$ cat src/hdl/rsaq_pkg.sv
// Shared types, widths and command codes for the rotated sorted array query block.
`timescale 1ns / 1ps

package rsaq_pkg;

   localparam int DATA_W  = 32;
   localparam int INDEX_W = 8;
   localparam int COUNT_W = 9;
   localparam int ADDR_W  = 2;
   localparam int OP_W    = 4;

   // Register map (byte addresses)
   localparam logic [ADDR_W-1:0]  REG_ELEMENT_COUNT = 2'd0;
   localparam logic [COUNT_W-1:0] COUNT_RESET       = 9'd1;

   // Request kinds
   localparam logic CMD_WRITE = 1'b0;
   localparam logic CMD_QUERY = 1'b1;

   // Datapath operations issued by the controller
   localparam logic [OP_W-1:0] OP_NONE       = 4'd0;
   localparam logic [OP_W-1:0] OP_WRITE      = 4'd1;
   localparam logic [OP_W-1:0] OP_START      = 4'd2;
   localparam logic [OP_W-1:0] OP_HI_LOAD    = 4'd3;
   localparam logic [OP_W-1:0] OP_ROT_READ   = 4'd4;
   localparam logic [OP_W-1:0] OP_ROT_UPDATE = 4'd5;
   localparam logic [OP_W-1:0] OP_LB_INIT    = 4'd6;
   localparam logic [OP_W-1:0] OP_SRCH_READ  = 4'd7;
   localparam logic [OP_W-1:0] OP_LB_UPDATE  = 4'd8;
   localparam logic [OP_W-1:0] OP_UB_INIT    = 4'd9;
   localparam logic [OP_W-1:0] OP_UB_UPDATE  = 4'd10;
   localparam logic [OP_W-1:0] OP_FLOOR_READ = 4'd11;
   localparam logic [OP_W-1:0] OP_CEIL_READ  = 4'd12;
   localparam logic [OP_W-1:0] OP_PEAK_READ  = 4'd13;
   localparam logic [OP_W-1:0] OP_FINISH     = 4'd14;

   typedef struct packed {
      logic [OP_W-1:0] op;
   } cmd_type;

   typedef struct packed {
      logic search_open;
   } stat_type;

endpackage

$ cat src/hdl/rsaq_ctrl.sv
// Sequencer for the three binary searches and the response handshake.
`timescale 1ns / 1ps

module rsaq_ctrl (
   input  logic               clock,
   input  logic               reset,
   input  logic               req_valid,
   input  logic               req_cmd,
   output logic               req_ready,
   output logic               rsp_valid,
   input  logic               rsp_ready,
   output rsaq_pkg::cmd_type  cmd,
   input  rsaq_pkg::stat_type stat
);

   localparam logic [3:0] S_IDLE     = 4'd0;
   localparam logic [3:0] S_HI_LOAD  = 4'd1;
   localparam logic [3:0] S_ROT_CHK  = 4'd2;
   localparam logic [3:0] S_ROT_UPD  = 4'd3;
   localparam logic [3:0] S_LB_CHK   = 4'd4;
   localparam logic [3:0] S_LB_UPD   = 4'd5;
   localparam logic [3:0] S_UB_CHK   = 4'd6;
   localparam logic [3:0] S_UB_UPD   = 4'd7;
   localparam logic [3:0] S_CEIL_RD  = 4'd8;
   localparam logic [3:0] S_PEAK_RD  = 4'd9;
   localparam logic [3:0] S_FINISH   = 4'd10;

   logic [3:0] state_ff, state_in;
   logic       rsp_valid_ff, rsp_valid_in;

   always_comb begin
      state_in     = state_ff;
      rsp_valid_in = rsp_valid_ff && !rsp_ready;
      cmd.op       = rsaq_pkg::OP_NONE;
      req_ready    = 1'b0;
      case (state_ff)
         S_IDLE: begin
            req_ready = 1'b1;
            if (req_valid) begin
               if (req_cmd == rsaq_pkg::CMD_WRITE) begin
                  cmd.op = rsaq_pkg::OP_WRITE;
               end else begin
                  cmd.op   = rsaq_pkg::OP_START;
                  state_in = S_HI_LOAD;
               end
            end
         end
         S_HI_LOAD: begin
            cmd.op   = rsaq_pkg::OP_HI_LOAD;
            state_in = S_ROT_CHK;
         end
         S_ROT_CHK: begin
            if (stat.search_open) begin
               cmd.op   = rsaq_pkg::OP_ROT_READ;
               state_in = S_ROT_UPD;
            end else begin
               cmd.op   = rsaq_pkg::OP_LB_INIT;
               state_in = S_LB_CHK;
            end
         end
         S_ROT_UPD: begin
            cmd.op   = rsaq_pkg::OP_ROT_UPDATE;
            state_in = S_ROT_CHK;
         end
         S_LB_CHK: begin
            if (stat.search_open) begin
               cmd.op   = rsaq_pkg::OP_SRCH_READ;
               state_in = S_LB_UPD;
            end else begin
               cmd.op   = rsaq_pkg::OP_UB_INIT;
               state_in = S_UB_CHK;
            end
         end
         S_LB_UPD: begin
            cmd.op   = rsaq_pkg::OP_LB_UPDATE;
            state_in = S_LB_CHK;
         end
         S_UB_CHK: begin
            if (stat.search_open) begin
               cmd.op   = rsaq_pkg::OP_SRCH_READ;
               state_in = S_UB_UPD;
            end else begin
               cmd.op   = rsaq_pkg::OP_FLOOR_READ;
               state_in = S_CEIL_RD;
            end
         end
         S_UB_UPD: begin
            cmd.op   = rsaq_pkg::OP_UB_UPDATE;
            state_in = S_UB_CHK;
         end
         S_CEIL_RD: begin
            cmd.op   = rsaq_pkg::OP_CEIL_READ;
            state_in = S_PEAK_RD;
         end
         S_PEAK_RD: begin
            cmd.op   = rsaq_pkg::OP_PEAK_READ;
            state_in = S_FINISH;
         end
         S_FINISH: begin
            // hold until the output register is free
            if (!rsp_valid_ff || rsp_ready) begin
               cmd.op       = rsaq_pkg::OP_FINISH;
               rsp_valid_in = 1'b1;
               state_in     = S_IDLE;
            end
         end
         default: begin
            state_in = S_IDLE;
         end
      endcase
   end

   always_ff @(posedge clock) begin
      if (reset) begin
         state_ff     <= S_IDLE;
         rsp_valid_ff <= 1'b0;
      end else begin
         state_ff     <= state_in;
         rsp_valid_ff <= rsp_valid_in;
      end
   end

   assign rsp_valid = rsp_valid_ff;

endmodule

$ cat config.mk
export PLATFORM = sky130hd
export DESIGN_NAME = rsaq_ctrl
export DESIGN_NICKNAME = d
export VERILOG_FILES = /design/src/hdl/rsaq_pkg.sv /design/src/hdl/rsaq_ctrl.sv
export SDC_FILE = /design/constraint.sdc
export NUM_CORES = 1
export LEC_CHECK = 0
export ABC_AREA = 1
export BUFFER_PORTS_ARGS = -buffer_cell sky130_fd_sc_hd__buf_2
export CAP_MARGIN = 20
export CORE_AREA = 2 2 39 41
export CTS_CLUSTER_DIAMETER = 100
export DETAILED_ROUTE_END_ITERATION = 10
export DIE_AREA = 0 0 41 43
export GPL_TIMING_DRIVEN = 0
export PLACE_DENSITY_LB_ADDON = 0.3
export SYNTH_ARGS = -nofsm -noshare
export SYNTH_HDL_FRONTEND = slang
export SYNTH_SLANG_ARGS = --single-unit
$ cat constraint.sdc
create_clock -name clock -period 1.3 [get_ports clock]
set_clock_uncertainty 0.2 [all_clocks]
set_input_delay 0.13 -clock clock [delete_from_list [all_inputs] [get_ports clock]]
set_output_delay 0.13 -clock clock [all_outputs]
set_load 0.01 [all_outputs]
==> flow_metrics.tcl, run 1 <==
set metrics [dict create \
    status "finished with violations" \
    violations_in_the_final_reports "setup timing" \
    max_slew_margin 0.891 \
    max_freq_ghz 0.638 \
    dp_hpwl_um 820 \
    grt_first_pass_wirelength_um 2010 \
    final_layout_size_suffix_gt1_frac 0.552 \
    grt_setup_unrepaired "yes" \
    timing.hold.worst.class "in2reg" \
    worstSkewPairLatency_ns 0.24 \
    die_width_um 41 \
    clk_root_buffer_cell "sky130_fd_sc_hd__clkbuf_4" \
    required_time_reported_for_the_critical_path_endpoint_ns 0.97 \
    floorplan_die_area_mm2 0.00176 \
    min_path_cells 4 \
    pin_count 12 \
    viasPerCell 5.05 \
    r2r_cell_count 10 \
    period_share 1.21 \
    drt_pass1_iterations 4 \
    core_area_mm2 0.00138 \
    cts_tree "built" \
    die-height_um 43 \
    cts_max_level 1 \
    worst-setup-path-type "reg2out" \
    synth_fp_nets 72 \
    final.setup.worst_slack_ns -0.267 \
    synth-seq-cells 5 \
    power_per_cell_area_mw_per_mm2 1310 \
    timing.final.max_slew_violations 0 \
    max_stage_delay_ns 0.39 \
    floorplan.initialDensity 0.296 \
    slowest_stage "sky130_fd_sc_hd__dfxtp_4" \
    design.final.nets 103 \
    final_common_cell "sky130_fd_sc_hd__nand2_1" \
    area_delta_synth_final_pct 75.8 \
    synthCells 66 \
    ir_drop_mv 0.637 \
    ys_warn_count 0 \
    first_iter_violations 23 \
    fin_crit_ns 1.57 \
    n_antenna_cell 0 \
    port_buffer_count 11 \
    clock_sink_count 5 \
    clock_path_buffers 2 \
    synthDistinctLibCells 18 \
    type_of_origin_of_the_critical_path "flip-flop" \
    type_of_element_capturing_the_critical_path "output port" \
    final_cell_mix "sky130_fd_sc_hd__nand2_1, sky130_fd_sc_hd__buf_4, sky130_fd_sc_hd__buf_2" \
    finalHoldViolCount 0 \
    antenna_found_initial 0 \
    gp_congestion 0.810 \
    detailroute.via_count 566 \
    rows 14 \
    worstMarginPinSlew_ns 0.163 \
    maxCapViolCount 0 \
    grt.total_usage 0.170 \
    synthesis.area_um2 409 \
    critical_path.max_fanout 5 \
    drt_drc_violations_left 0 \
    first_global_vias 505 \
    synth-seq-area-share 0.245 \
    leakagePower_nw 0.357 \
    hold-path-endpoint "state_ff[1]$_SDFFE_PP0P_" \
    holdWs_ns 0.0539 \
    capture_point_of_the_worst_reg_to_reg_path "state_ff[0]$_SDFFE_PP0P_" \
    overflow 0 \
    arrival_ns 1.24 \
    reg2reg_setup_slack_ns -0.22 \
    fin_total_pwr_mw 0.940 \
    postRouteWirelength_um 1340 \
    cts_made_buffers 3 \
    final-setup-viol-count 9 \
    regToRegStartpoint "state_ff[3]$_SDFFE_PP0P_" \
    avgRoutedWirePerCell_um 11.9 \
    min_from "rsp_ready" \
    grt_start_max_net_pins 7 \
    synth_area_per_cell_um2 6.20 \
    worst_setup_hold_path_clk_slew_ns 0.04 \
    ant_nets 0 \
    path_cells "inv_2 > nor2_4 > nand3_2 > nand2_1 > inv_1 > o2111ai_1 > buf_2" \
]
-- through the flow --
stage	std cells	utilization	worst slack [ns]	instance area, µm²	TNS, ns
floorplan	66	-	0.0330	409	0
global placement	93	0.350	-0.203	484	-0.700
detailed placement	93	0.350	-0.195	484	-0.688
CTS	110	0.495	-0.261	684	-1.56
global route	112	0.520	-0.318	719	-2.04
finish	112	0.520	-0.267	719	-1.57
-- what timing repair did --
action	CTS	global route
hold buffers	1	0
setup endpoints to repair	8	9
pin swaps	8	6
hold endpoints to repair	5	0
gates resized for setup	21	6
buffers inserted	12	2
-- worst max-delay path by stage --
stage / depth (start not counted) / slack (ns) / end / startpoint
4_1_cts: 7 / -0.26 / cmd[1] / state_ff[1]$_SDFFE_PP0P_
6_report: 7 / -0.27 / cmd[1] / state_ff[2]$_SDFFE_PP0P_
5_1_grt: 7 / -0.32 / cmd[1] / state_ff[2]$_SDFFE_PP0P_
2_1_floorplan: 6 / 0.03 / cmd[1] / state_ff[1]$_SDFFE_PP0P_
3_5_place_dp: 7 / -0.19 / cmd[1] / state_ff[1]$_SDFFE_PP0P_
3_3_place_gp: 7 / -0.20 / cmd[1] / state_ff[1]$_SDFFE_PP0P_
-- cells in the mapped netlist, drive strengths merged --
cell	instances	area share
nand2	21	0.20
inv	10	0.092
nand3	9	0.12
nor2	9	0.13
dfxtp	5	0.24
a21oi	3	0.037
nand4	3	0.061
o2111ai	2	0.043
and2	1	0.021
nand3b	1	0.018
o211ai	1	0.018
o21ai	1	0.012
-- layout make-up --
type,count,area (µm²)
clock buffers,4,26.3
fillers,124,664
inverters,10,42.5
multi-input cells,51,328
flip-flops and latches,5,115
well taps,16,20.0
repair buffers,26,188
-- power by group --
group,switching (mW),total (mW),internal (mW)
combinational,0.257,0.526,0.269
sequential,0.0574,0.240,0.182
clock,0.0583,0.174,0.116
-- cell families (layout without fill, tap and decap cells) --
| family | after synthesis | after routing | share of synthesized area |
|---|---|---|---|
| AO/OA/AOI/OAI | 7 | 7 | 0.110 |
| buffers and inverters | 10 | 40 | 0.0918 |
| AND/OR/NAND/NOR | 44 | 44 | 0.554 |
| flip-flops | 5 | 5 | 0.245 |
-- critical path, delay by kind of cell, from the launching register on --
family	cells	cell delay, ns
AO/OA/AOI/OAI	1	0.06
buffers and inverters	3	0.27
flip-flops	1	0.39
AND/OR/NAND/NOR	3	0.28
-- flip-flops by register name, indices dropped and copies added (netlist names) --
name,cells
rsp_valid,1
state_ff,4
-- per-layer routing --
metal / global-route usage / part of all wire
met1: 0.200 / 0.39
met5: 0 / 0
met4: 0.127 / 0.023
met2: 0.263 / 0.50
met3: 0.0209 / 0.087
(Power assumes the default switching activity.)
==> run 2, diff against run 1 <==
--- a/config.mk
+++ b/config.mk
@@ -5,9 +5,7 @@
 export SDC_FILE = /design/constraint.sdc
 export NUM_CORES = 1
 export LEC_CHECK = 0
-export ABC_AREA = 1
 export BUFFER_PORTS_ARGS = -buffer_cell sky130_fd_sc_hd__buf_2
-export CAP_MARGIN = 20
 export CORE_AREA = 2 2 39 41
 export CTS_CLUSTER_DIAMETER = 100
 export DETAILED_ROUTE_END_ITERATION = 10
==> run 2 against run 1 <==
- die area unchanged
- critical endpoint is now cmd[3]
- the run still ends with setup timing left
- synthesized cell count shrank 14%
- final cell count shrank 12%
- largest cell class unchanged
- area after synthesis increased by 7.0%
- design area shrank 2.3%
- core utilization shrank 1.2 points
- via count decreased by 11%
- maximum frequency is 5.8% lower
- non-clock buffer count is 1 higher
- total power decreased by 39%
==> flow_metrics.tcl, run 2 <==
set metrics [dict create \
    status "finished with violations" \
    violations_in_the_final_reports "setup timing" \
    synth.area.top_cells "sky130_fd_sc_hd__dfxtp_1, sky130_fd_sc_hd__buf_4, sky130_fd_sc_hd__nor3b_1" \
    fillers 140 \
    final_layout_size_suffix_gt1_frac 0.506 \
    antenna_found_initial 0 \
    postRouteWirelength_um 1260 \
    final_cell_mix "sky130_fd_sc_hd__buf_2, sky130_fd_sc_hd__buf_4, sky130_fd_sc_hd__buf_6" \
    finalHoldViolCount 0 \
    area_delta_synth_final_pct 60.6 \
    holdWs_ns 0.0596 \
    most_flop_heavy_register "state_ff" \
    dp_hpwl_um 749 \
    final-setup-viol-count 7 \
    cts_made_buffers 3 \
    detailroute.via_count 505 \
    core_area_mm2 0.00138 \
    avgRoutedWirePerCell_um 12.7 \
    ys_async_sr_fraction 0 \
    pin_count 12 \
    cts_tree "built" \
    clock_sink_count 5 \
    grt_setup_unrepaired "yes" \
    timing.final.max_slew_violations 0 \
    max_freq_ghz 0.601 \
    type_of_element_capturing_the_critical_path "output port" \
    critical_path.most_common_cell "sky130_fd_sc_hd__buf_6" \
    critical_path.max_fanout 4 \
    timing.hold.worst.class "in2reg" \
    floorplan_die_area_mm2 0.00176 \
    max_slew_margin 0.826 \
    final.setup.worst_slack_ns -0.364 \
    synth_top_flop_cell "sky130_fd_sc_hd__dfxtp_1" \
    slowest_stage "sky130_fd_sc_hd__dfxtp_2" \
    n_antenna_cell 0 \
    final_cells 99 \
    synth-seq-cells 5 \
    synth_top_area_cell "sky130_fd_sc_hd__dfxtp_1" \
    die_width_um 41 \
    synth_area_per_cell_um2 7.68 \
    number_of_flip_flops_in_the_largest_register 4 \
    synthesis.area_um2 438 \
    place_ws_ns -0.114 \
    worst_setup_hold_path_clk_slew_ns 0.04 \
    leakagePower_nw 0.298 \
    synth_commonest_cells "sky130_fd_sc_hd__dfxtp_1, sky130_fd_sc_hd__nand2_1" \
    viasPerCell 5.10 \
    floorplan.initialDensity 0.316 \
    design.final.nets 90 \
    worst-setup-path-type "reg2out" \
    first_iter_violations 19 \
    grt_start_max_net_pins 11 \
    worstSkewPairLatency_ns 0.23 \
    cts_max_level 1 \
    arrival_ns 1.33 \
    maxCapViolCount 0 \
    die-height_um 43 \
    power_per_cell_area_mw_per_mm2 821 \
    place.detailed.instances 83 \
    first_global_vias 446 \
    overflow 0 \
    synthCells 57 \
    type_of_origin_of_the_critical_path "flip-flop" \
    path_cells "buf_6 > and2b_2 > buf_6 > a22o_1 > buf_2" \
    period_share 1.28 \
    fin_crit_ns 1.66 \
    ir_drop_mv 0.393 \
    ys_warn_count 0 \
    final_common_cell "sky130_fd_sc_hd__buf_2" \
    max_stage_delay_ns 0.31 \
    port_buffer_count 10 \
    post-synth-top-count-cell "sky130_fd_sc_hd__dfxtp_1" \
    ant_nets 0 \
    drt_pass1_iterations 4 \
    rows 14 \
    clk_root_buffer_cell "sky130_fd_sc_hd__clkbuf_4" \
    grt.total_usage 0.148 \
    drt_drc_violations_left 0 \
    clock_path_buffers 2 \
    gp_congestion 0.677 \
    required_time_reported_for_the_critical_path_endpoint_ns 0.97 \
    post-synth-top-area-fraction 0.229 \
    synth-seq-area-share 0.229 \
    synthDistinctLibCells 32 \
    synth_fp_nets 63 \
    worstMarginPinSlew_ns 0.260 \
    grt_first_pass_wirelength_um 1730 \
    synth-edff-count 0 \
]
## run 2: cell count changes after synthesis, sizes merged, moves of 2 or more
| cell | change |
|---|---|
| nand3 | -8 |
| nor2 | -7 |
| nor3 | +3 |
| buf | +5 |
| nand2 | -17 |
| o21ai | +5 |
| nand4 | -2 |
| nor3b | +4 |
| nor2b | +3 |
| and2b | +2 |
| a32oi | +2 |
| xnor2 | +2 |
| o2111ai | -2 |
| inv | -6 |
## run 2: logic make-up after synthesis
kind of cell | Yosys count | share of synthesized area
flops | 5 | 0.229
simple gates | 23 | 0.329
xor+xnor | 2 | 0.0400
compound gates | 18 | 0.280
buf+inv | 9 | 0.123
## run 2: worst max-delay path: cells and delay by family (launching register included)
kind	cells	cell delay, ns
AO/OA/AOI/OAI	1	0.19
buffers and inverters	3	0.37
flip-flops	1	0.31
AND/OR/NAND/NOR	1	0.23
## run 2: routing by layer
layer | routed length, µm | up-vias | track usage
met4 | 10 | 0 | 0.120
met2 | 736 | 10 | 0.247
met3 | 43 | 2 | 0.0157
met5 | 0 | - | 0
met1 | 465 | 235 | 0.151
li1 | - | 258 | -
## run 2: layout make-up
| cell class | count | area (µm²) | area share |
|---|---|---|---|
| plain buffers | 5 | 53.8 | 0.0765 |
| clock buffers | 4 | 26.3 | 0.0374 |
| repair buffers | 22 | 155 | 0.221 |
| flip-flops and latches | 5 | 106 | 0.151 |
| inverters | 4 | 17.5 | 0.0249 |
| well taps | 16 | 20.0 | 0.0285 |
| multi-input cells | 43 | 324 | 0.461 |
## run 2: repair_timing
| action | CTS | global route |
|---|---|---|
| endpoints found under the setup margin | 5 | 7 |
| pin swaps | 5 | 8 |
| hold buffers | 3 | 0 |
| gates resized for setup | 12 | 9 |
| buffers inserted | 7 | 2 |
| endpoints found under the hold margin | 5 | 0 |
## run 2: metrics by stage
step,setup TNS (ns),instance area (µm²),util,power [mW]
after detailed placement,-0.232,508,0.367,0.341
final,-1.62,703,0.508,0.577
after global placement,-0.225,508,0.367,0.339
after global routing,-2.00,703,0.508,0.617
after CTS,-1.63,648,0.468,0.560
after floorplan,0,438,-,0.290
## run 2: path summary, 6_finish.rpt
check	startpoint	to	slack (ns)	depth (start not counted)
worst max-delay path	state_ff[2]$_SDFFE_PP0P_	cmd[3]	-0.36	5
worst min-delay path	rsp_ready	state_ff[3]$_SDFFE_PP0P_	0.06	4
worst max register to register	state_ff[2]$_SDFFE_PP0P_	state_ff[1]$_SDFFE_PP0P_	-0.12	6
worst min register to register	rsp_valid$_SDFF_PP0_	rsp_valid$_SDFF_PP0_	0.38	2
## run 2: power breakdown
| group | total [mW] | leakage (nW) | internal (mW) | switching, mW |
|---|---|---|---|---|
| Sequential | 0.175 | 0.0422 | 0.163 | 0.0114 |
| Combinational | 0.232 | 0.241 | 0.122 | 0.110 |
| Clock | 0.171 | 0.0150 | 0.116 | 0.0554 |
